--- src/mcspg_pkg.sv ---
// Package for the multi-channel step pulse generator: types, widths and codes.
`timescale 1ns / 1ps
package mcspg_pkg;

    localparam int CHANNELS        = 16;
    localparam int STEP_COUNT_BITS = 24;

    localparam int CHAN_W   = 4;
    localparam int CODE_W   = 32;
    localparam int PERIOD_W = 16;
    localparam int COUNT_W  = 24;
    localparam int PIN_W    = 16;
    localparam int CH_IDX_W = (CHANNELS > 1) ? $clog2(CHANNELS) : 1;

    localparam logic OP_TICK     = 1'b0;
    localparam logic OP_LOAD     = 1'b1;
    localparam logic KIND_STATUS = 1'b0;
    localparam logic KIND_DONE   = 1'b1;

    typedef struct packed {
        logic                opcode;
        logic [CHAN_W-1:0]   channel;
        logic                direction;
        logic [CODE_W-1:0]   job_code;
        logic [PERIOD_W-1:0] period;
        logic [COUNT_W-1:0]  step_count;
    } item_t;

    typedef struct packed {
        logic                kind;
        logic [CHAN_W-1:0]   done_channel;
        logic [CODE_W-1:0]   done_code;
        logic [PIN_W-1:0]    step_pins;
        logic [PIN_W-1:0]    enable_pins;
        logic [PIN_W-1:0]    dir_pins;
        logic                last;
    } result_t;

    // per-cell control, shared by every cell of the row
    typedef struct packed {
        logic accept;
        logic load;
        logic shift;
    } cell_ctrl_t;

    // done report travelling down the row toward cell 0
    typedef struct packed {
        logic              valid;
        logic [CODE_W-1:0] code;
    } rpt_t;

    typedef enum logic [1:0] {
        ST_IDLE,
        ST_STATUS,
        ST_DRAIN
    } state_t;

endpackage

--- src/mcspg_cell.sv ---
// One channel cell: step timing state, pin levels and one stage of the report chain.
`timescale 1ns / 1ps
module mcspg_cell import mcspg_pkg::*;
(
    input  logic       clk,
    input  logic       rst_n,
    input  cell_ctrl_t ctrl,
    input  logic       sel,
    input  item_t      item,
    input  rpt_t       rpt_in,
    output rpt_t       rpt_out,
    output logic       step_pin,
    output logic       enable_pin,
    output logic       dir_pin
);

    logic [PERIOD_W-1:0]        period_reg, period_next;
    logic [PERIOD_W-1:0]        time_reg, time_next;
    logic [STEP_COUNT_BITS-1:0] steps_reg, steps_next;
    logic [STEP_COUNT_BITS-1:0] steps_dec;
    logic [STEP_COUNT_BITS-1:0] load_steps;
    logic [CODE_W-1:0]          code_reg, code_next;
    logic                       step_reg, step_next;
    logic                       enable_reg, enable_next;
    logic                       dir_reg, dir_next;
    logic                       rpt_valid_reg, rpt_valid_next;
    logic [CODE_W-1:0]          rpt_code_reg, rpt_code_next;

    assign steps_dec  = steps_reg - STEP_COUNT_BITS'(1);
    assign load_steps = STEP_COUNT_BITS'(item.step_count);

    always_comb
    begin
        period_next    = period_reg;
        time_next      = time_reg;
        steps_next     = steps_reg;
        code_next      = code_reg;
        step_next      = step_reg;
        enable_next    = enable_reg;
        dir_next       = dir_reg;
        rpt_valid_next = rpt_valid_reg;
        rpt_code_next  = rpt_code_reg;
        if (ctrl.accept)
        begin
            rpt_valid_next = 1'b0;
            rpt_code_next  = code_reg;
            if (ctrl.load)
            begin
                if (sel)
                begin
                    enable_next    = 1'b0;
                    dir_next       = item.direction;
                    code_next      = item.job_code;
                    period_next    = item.period;
                    time_next      = item.period;
                    steps_next     = load_steps;
                    // zero count: done at once, enable stays on
                    rpt_valid_next = (load_steps == '0);
                    rpt_code_next  = item.job_code;
                end
            end
            else if (steps_reg != '0)
            begin
                if (time_reg <= PERIOD_W'(1))
                begin
                    step_next  = ~step_reg;
                    time_next  = period_reg;
                    steps_next = steps_dec;
                    if (steps_dec == '0)
                    begin
                        enable_next    = 1'b1;
                        time_next      = '0;
                        period_next    = '0;
                        rpt_valid_next = 1'b1;
                    end
                end
                else
                begin
                    time_next = time_reg - PERIOD_W'(1);
                end
            end
        end
        else if (ctrl.shift)
        begin
            rpt_valid_next = rpt_in.valid;
            rpt_code_next  = rpt_in.code;
        end
    end

    always_ff @(posedge clk or negedge rst_n)
    begin
        if (!rst_n)
        begin
            period_reg    <= '0;
            time_reg      <= '0;
            steps_reg     <= '0;
            code_reg      <= '0;
            step_reg      <= 1'b0;
            enable_reg    <= 1'b1;
            dir_reg       <= 1'b0;
            rpt_valid_reg <= 1'b0;
        end
        else
        begin
            period_reg    <= period_next;
            time_reg      <= time_next;
            steps_reg     <= steps_next;
            code_reg      <= code_next;
            step_reg      <= step_next;
            enable_reg    <= enable_next;
            dir_reg       <= dir_next;
            rpt_valid_reg <= rpt_valid_next;
        end
    end

    always_ff @(posedge clk)
    begin
        rpt_code_reg <= rpt_code_next;
    end

    assign rpt_out.valid = rpt_valid_reg;
    assign rpt_out.code  = rpt_code_reg;
    assign step_pin      = step_reg;
    assign enable_pin    = enable_reg;
    assign dir_pin       = dir_reg;

endmodule

--- src/multi_channel_step_pulse_generator_unit.sv ---
// Top level of the multi-channel step pulse generator: cell row, report drain and result port.
`timescale 1ns / 1ps
// Usage
//   Command channel: an item (item_t) is taken at a rising edge with start high and
//   busy low. Opcode tick advances every active channel by one time unit; opcode
//   load programs one channel (loads to a channel index past the row are ignored).
//   Result channel: each result (result_t) sits on the result port for one cycle
//   with strobe high. There is no back pressure: the receiver must take it.
//   Every item gives a status result first, then one done report per finished
//   channel in ascending channel order; last marks the final result of the item.
// Timing
//   The status result comes in the cycle after the item is taken. Done reports are
//   moved down the cell row one cell per cycle, and each is shown when it reaches
//   cell 0. busy stays high from the edge that takes the item until the final
//   result has been shown.
// Reset
//   Asynchronous, active low. All channels come up idle with enable pins high
//   (disabled), step and direction pins low, and no results pending.
module multi_channel_step_pulse_generator_unit import mcspg_pkg::*;
(
    input  logic    clk,
    input  logic    rst_n,
    input  logic    start,
    output logic    busy,
    input  item_t   item,
    output logic    strobe,
    output result_t result
);

    state_t                state_reg, state_next;
    logic [CH_IDX_W-1:0]   pos_reg, pos_next;
    cell_ctrl_t            ctrl;
    logic                  accept;
    logic                  shift;
    logic                  tail_any;
    logic                  any_valid;

    rpt_t                  rpt     [CHANNELS];
    rpt_t                  rpt_in  [CHANNELS];
    logic [CHANNELS-1:0]   step_vec;
    logic [CHANNELS-1:0]   enable_vec;
    logic [CHANNELS-1:0]   dir_vec;
    logic [CHANNELS-1:0]   sel_vec;

    assign accept      = start && !busy;
    assign ctrl.accept = accept;
    assign ctrl.load   = (item.opcode == OP_LOAD);
    assign ctrl.shift  = shift;

    // ---- cell row: each cell owns one channel; reports shift toward cell 0 ----
    genvar g;
    generate
        for (g = 0; g < CHANNELS; g++)
        begin : g_cell
            assign sel_vec[g] = (item.channel == CHAN_W'(g));
            if (g == CHANNELS - 1)
            begin : g_end
                assign rpt_in[g] = '0;
            end
            else
            begin : g_mid
                assign rpt_in[g] = rpt[g + 1];
            end
            mcspg_cell u_cell (
                .clk        (clk),
                .rst_n      (rst_n),
                .ctrl       (ctrl),
                .sel        (sel_vec[g]),
                .item       (item),
                .rpt_in     (rpt_in[g]),
                .rpt_out    (rpt[g]),
                .step_pin   (step_vec[g]),
                .enable_pin (enable_vec[g]),
                .dir_pin    (dir_vec[g])
            );
        end
    endgenerate

    // any report still waiting behind the head of the row
    always_comb
    begin
        tail_any = 1'b0;
        for (int i = 1; i < CHANNELS; i++)
        begin
            tail_any = tail_any | rpt[i].valid;
        end
    end
    assign any_valid = rpt[0].valid | tail_any;

    // ---- sequencer ----
    always_comb
    begin
        state_next = state_reg;
        case (state_reg)
            ST_IDLE:   if (accept) state_next = ST_STATUS;
            ST_STATUS: state_next = any_valid ? ST_DRAIN : ST_IDLE;
            ST_DRAIN:  state_next = tail_any ? ST_DRAIN : ST_IDLE;
            default:   state_next = ST_IDLE;
        endcase
    end

    always_comb
    begin
        busy   = 1'b1;
        strobe = 1'b0;
        shift  = 1'b0;
        case (state_reg)
            ST_IDLE:
            begin
                busy = 1'b0;
            end
            ST_STATUS:
            begin
                strobe = 1'b1;
            end
            ST_DRAIN:
            begin
                strobe = rpt[0].valid;
                shift  = 1'b1;
            end
            default:
            begin
                busy = 1'b0;
            end
        endcase
    end

    // channel number of the report now at the head of the row
    always_comb
    begin
        pos_next = pos_reg;
        if (accept)
            pos_next = '0;
        else if (shift)
            pos_next = pos_reg + CH_IDX_W'(1);
    end

    always_ff @(posedge clk or negedge rst_n)
    begin
        if (!rst_n)
        begin
            state_reg <= ST_IDLE;
            pos_reg   <= '0;
        end
        else
        begin
            state_reg <= state_next;
            pos_reg   <= pos_next;
        end
    end

    // ---- result port; pins of channels past the row read idle ----
    always_comb
    begin
        result.step_pins   = '0;
        result.enable_pins = '1;
        result.dir_pins    = '0;
        for (int i = 0; i < CHANNELS; i++)
        begin
            result.step_pins[i]   = step_vec[i];
            result.enable_pins[i] = enable_vec[i];
            result.dir_pins[i]    = dir_vec[i];
        end
        if (state_reg == ST_DRAIN)
        begin
            result.kind         = KIND_DONE;
            result.done_channel = CHAN_W'(pos_reg);
            result.done_code    = rpt[0].code;
            result.last         = !tail_any;
        end
        else
        begin
            result.kind         = KIND_STATUS;
            result.done_channel = '0;
            result.done_code    = '0;
            result.last         = !any_valid;
        end
    end

    // ---- checks ----
    a_strobe_busy: assert property (@(posedge clk) disable iff (!rst_n)
        strobe |-> busy)
        else $error("result shown while idle");

    a_status_first: assert property (@(posedge clk) disable iff (!rst_n)
        (start && !busy) |=> (strobe && result.kind == KIND_STATUS))
        else $error("status result does not follow the item");

    a_last_ends: assert property (@(posedge clk) disable iff (!rst_n)
        (strobe && result.last) |=> !busy)
        else $error("still busy after the final result");

    a_done_order: assert property (@(posedge clk) disable iff (!rst_n)
        (strobe && result.kind == KIND_DONE) |-> $past(busy))
        else $error("done report without a preceding status cycle");

endmodule

--- config.mk ---
export PLATFORM = sky130hd
export DESIGN_NAME = multi_channel_step_pulse_generator_unit
export DESIGN_NICKNAME = d
export VERILOG_FILES = /design/src/mcspg_pkg.sv /design/src/mcspg_cell.sv /design/src/multi_channel_step_pulse_generator_unit.sv
export SDC_FILE = /design/constraint.sdc
export NUM_CORES = 2
export LEC_CHECK = 0
export BUFFER_PORTS_ARGS = -buffer_cell sky130_fd_sc_hd__buf_2
export CAP_MARGIN = 25
export CORE_MARGIN = 5
export CORE_UTILIZATION = 45
export CTS_CLUSTER_DIAMETER = 100
export CTS_CLUSTER_SIZE = 16
export DETAILED_ROUTE_END_ITERATION = 8
export HOLD_SLACK_MARGIN = 0.08
export PLACE_DENSITY = 0.66
export SLEW_MARGIN = 30
export SYNTH_ARGS = -nofsm -noshare
export SYNTH_HDL_FRONTEND = slang
export SYNTH_SLANG_ARGS = --single-unit
--- constraint.sdc ---
create_clock -name clk -period 39.8 [get_ports clk]
set_clock_uncertainty 0.2 [all_clocks]
set_input_delay 1.99 -clock clk [delete_from_list [all_inputs] [get_ports clk]]
set_output_delay 1.99 -clock clk [all_outputs]
set_load 0.01 [all_outputs]
==> flow_summary.yaml <==
final_layout:
  post-route-util_pct: 48.6
  stdcell_area_sq_um: 111000
  nFillCells: 21000
  multi_input_area_sq_um: 47200
  syn2layout_area_growth_pct: 7.22
  drive_above_1_share_pct: 8.83
  final-seq-area_sq_um: 52400
  nNetsFinal: 10865
global_routing:
  grt_max_degree: 260
  grt_overflow_total: 0
  grt_pass1_wl_mm: 500
  grtUsageTotal_pct: 26.7
  grt_pass1_vias: 82349
  antenna_found_initial: 16
cts:
  clk_pin_slew_ns: 0.07
  h-tree-depth: 4
  clock_sinks: 1990
  numCtsBuffers: 144
  root_buffer: "clkbuf_16"
  cts_setup_buffers: 0
  cts_buffer_depth: 3
  cts_resized: 0
  cts_tree: "yes"
  clk_latency_ns: 0.86
  holdBufCountCts: 0
floorplanning:
  start_util_pct: 45.3
  die_y_um: 489
  rows: 175
  fp.dieW_um: 489
  die-area_sq_um: 239000
  core_area_sq_um: 228000
  io_pins: 169
worst_setup_path:
  critPathSlowestCell: "buf_4"
  slowest_delay_ns: 0.82
  start_kind: "primary input"
  cp.arrival_ns: 6.26
  crit_chain: "buf_2 -> nor2b_4 -> nor2_1 -> inv_8 -> buf_4 -> buf_4 -> buf_12 -> buf_6"
  critical_path_class: "in2reg"
  required_ns: 40.08
  end_kind: "register"
  crit_fanout: 156
  worst_path_most_repeated_cell: "buf_4"
sta:
  max_slew_margin_pct: 28.2
  whs_ns: 0.255
  tightest_slew_ns: 1.08
  setup_viol: 0
  slew_viol_final: 0
  fin_tns_setup_ns: 0
  setup_slack_ns: 33.81
  hold_violations: 0
  max_freq_mhz: 167
  period_minus_slack_ns: 5.99
  period_share_pct: 15.0
  grt_setup_unrepaired: "false"
logic_synthesis:
  synth_nets: 11330
  synth_warnings: 0
  synth_most_common_cell: "nand2_1"
  synth_area_leader_cell: "dfrtp_1"
  syn-instance-count: 11163
  syn_avg_cell_area_sq_um: 9.25
  yosys-top-cells-count: "2,033 x nand2_1, 1,462 x dfrtp_1, 1,109 x o21ai_0"
  ys_seq_area_share_pct: 50.7
  synth_cell_type_count: 92
  synth_area_leaders: "dfrtp_1 35%, edfxtp_1 15%, nand2_1 7.4%, o21ai_0 5.4%, mux2i_1 4.9%"
  synth_edf_count: 512
  synth_top_area_share_pct: 35.4
  yosys_most_used_dff: "dfrtp_1"
  async_flop_share_pct: 74.3
  synth_seq_cells: 1990
  syn_area_sq_um: 103000
place:
  port_buffers: 168
  dp_hpwl_mm: 201
  dpl_worst_slack_ns: 32.69
  gp_congestion: 0.928
  placed_cell_area_sq_um: 106000
drt:
  drt-vias-per-instance: 6.18
  wire_per_inst_um: 23.6
  drtPass1Iterations: 8
  drc: 0
  drtIter0Drc: 8665
  drt-total-wl_mm: 326
  num_vias: 85441
  ant_nets: 0
outcome:
  status: "finished, final reports clean"
power_and_ir_drop:
  ir_worst_vdd_uv: 63.5
  p_leak_nw: 46.7
  power.density_nw_per_um2: 72.8
min_path:
  hold_class: "reg2reg"
run:
  max_cap_violations: 0
worst max-delay path, delay by kind of cell:
kind	cells	cell delay (ns)
AND/OR/NAND/NOR	2	0.29
buffers and inverters	6	3.56
metal layers:
metal	global-route usage, %	vias to the layer above	routed length (um)	part of all wire (%)
li1	-	38952	-	-
met2	43.5	3344	151000	46
met1	35.2	42446	133000	41
met5	0	-	13	0.0040
met3	4.05	697	24600	7.6
met4	12.6	2	16900	5.2
per-stage QoR:
step	instances	power, mW
after floorplan	11163	5.93
after global placement	13552	6.44
after detailed placement	13558	6.58
after CTS	13803	8.06
after global routing	13810	8.64
final	13817	8.06
placed cells by master, fill, tap and decap left out, types with 40 or more instances in the layout:
master	n
a21o_1	43
a21oi_1	715
a22o_1	140
a22oi_1	64
a31oi_1	97
and2_1	73
buf_2	166
buf_4	170
clkbuf_1	77
clkbuf_16	144
dfrtp_1	1462
edfxtp_1	512
ha_1	85
inv_1	102
mux2_2	202
mux2i_1	505
nand2_1	2011
nand2b_1	48
nand3_1	374
nand4_1	99
nor2_1	675
nor2b_1	41
nor3_1	252
nor3b_1	40
nor4_1	175
o211ai_1	44
o21ai_0	1107
o22ai_1	269
o31ai_1	40
or2_2	46
or3_1	65
or4_1	66
xnor2_1	135
xor2_1	83
cell type report:
cell class / count / share of cell area (%)
Antenna cell: 11 / 0.0249
Clock buffer: 222 / 3.53
Clock inverter: 23 / 0.384
Inverter: 104 / 0.366
Multi-Input combinational cell: 8096 / 42.6
Sequential cell: 1990 / 47.3
Tap cell: 3009 / 3.40
Timing Repair Buffer: 362 / 2.34
report_power, final:
| part | internal (mW) | switching [mW] | total [mW] |
|---|---|---|---|
| Clock | 0.698 | 0.765 | 1.46 |
| Sequential | 3.14 | 0.655 | 3.80 |
| Combinational | 1.06 | 1.73 | 2.80 |
logic make-up (layout without fill, tap and decap cells):
logic type,after synthesis,count (layout),synth area share (%)
and+or+nand+nor,4227,4227,18.7
AOI/OAI and AO/OA,2858,2858,16.5
DFF,1990,1990,50.7
buffers and inverters,1077,711,4.13
muxes,707,707,7.10
xor gates and xnor gates,218,218,1.85
adders and majority gates,86,86,1.04
other,0,11,0
path summary, 6_finish.rpt:
check,startpoint,to,slack [ns],cells after the start
max in group asynchronous,rst_n,g_cell[3].u_cell.code_reg[1]$_DFFE_PN0P_,34.78,6
min in group asynchronous,rst_n,g_cell[5].u_cell.period_reg[11]$_DFFE_PN0P_,0.91,1
worst max-delay path,start,g_cell[12].u_cell.rpt_code_reg[17]$_DFFE_PP_,33.81,8
worst min-delay path,g_cell[8].u_cell.enable_pin$_DFFE_PN1P_,g_cell[8].u_cell.enable_pin$_DFFE_PN1P_,0.25,2
worst min register to register,g_cell[8].u_cell.enable_pin$_DFFE_PN1P_,g_cell[8].u_cell.enable_pin$_DFFE_PN1P_,0.25,2
worst max register to register,state_reg[0]$_DFFE_PN0P_,g_cell[12].u_cell.rpt_code_reg[17]$_DFFE_PP_,34.22,9
No activity file was read; power rests on OpenSTA's default activity.
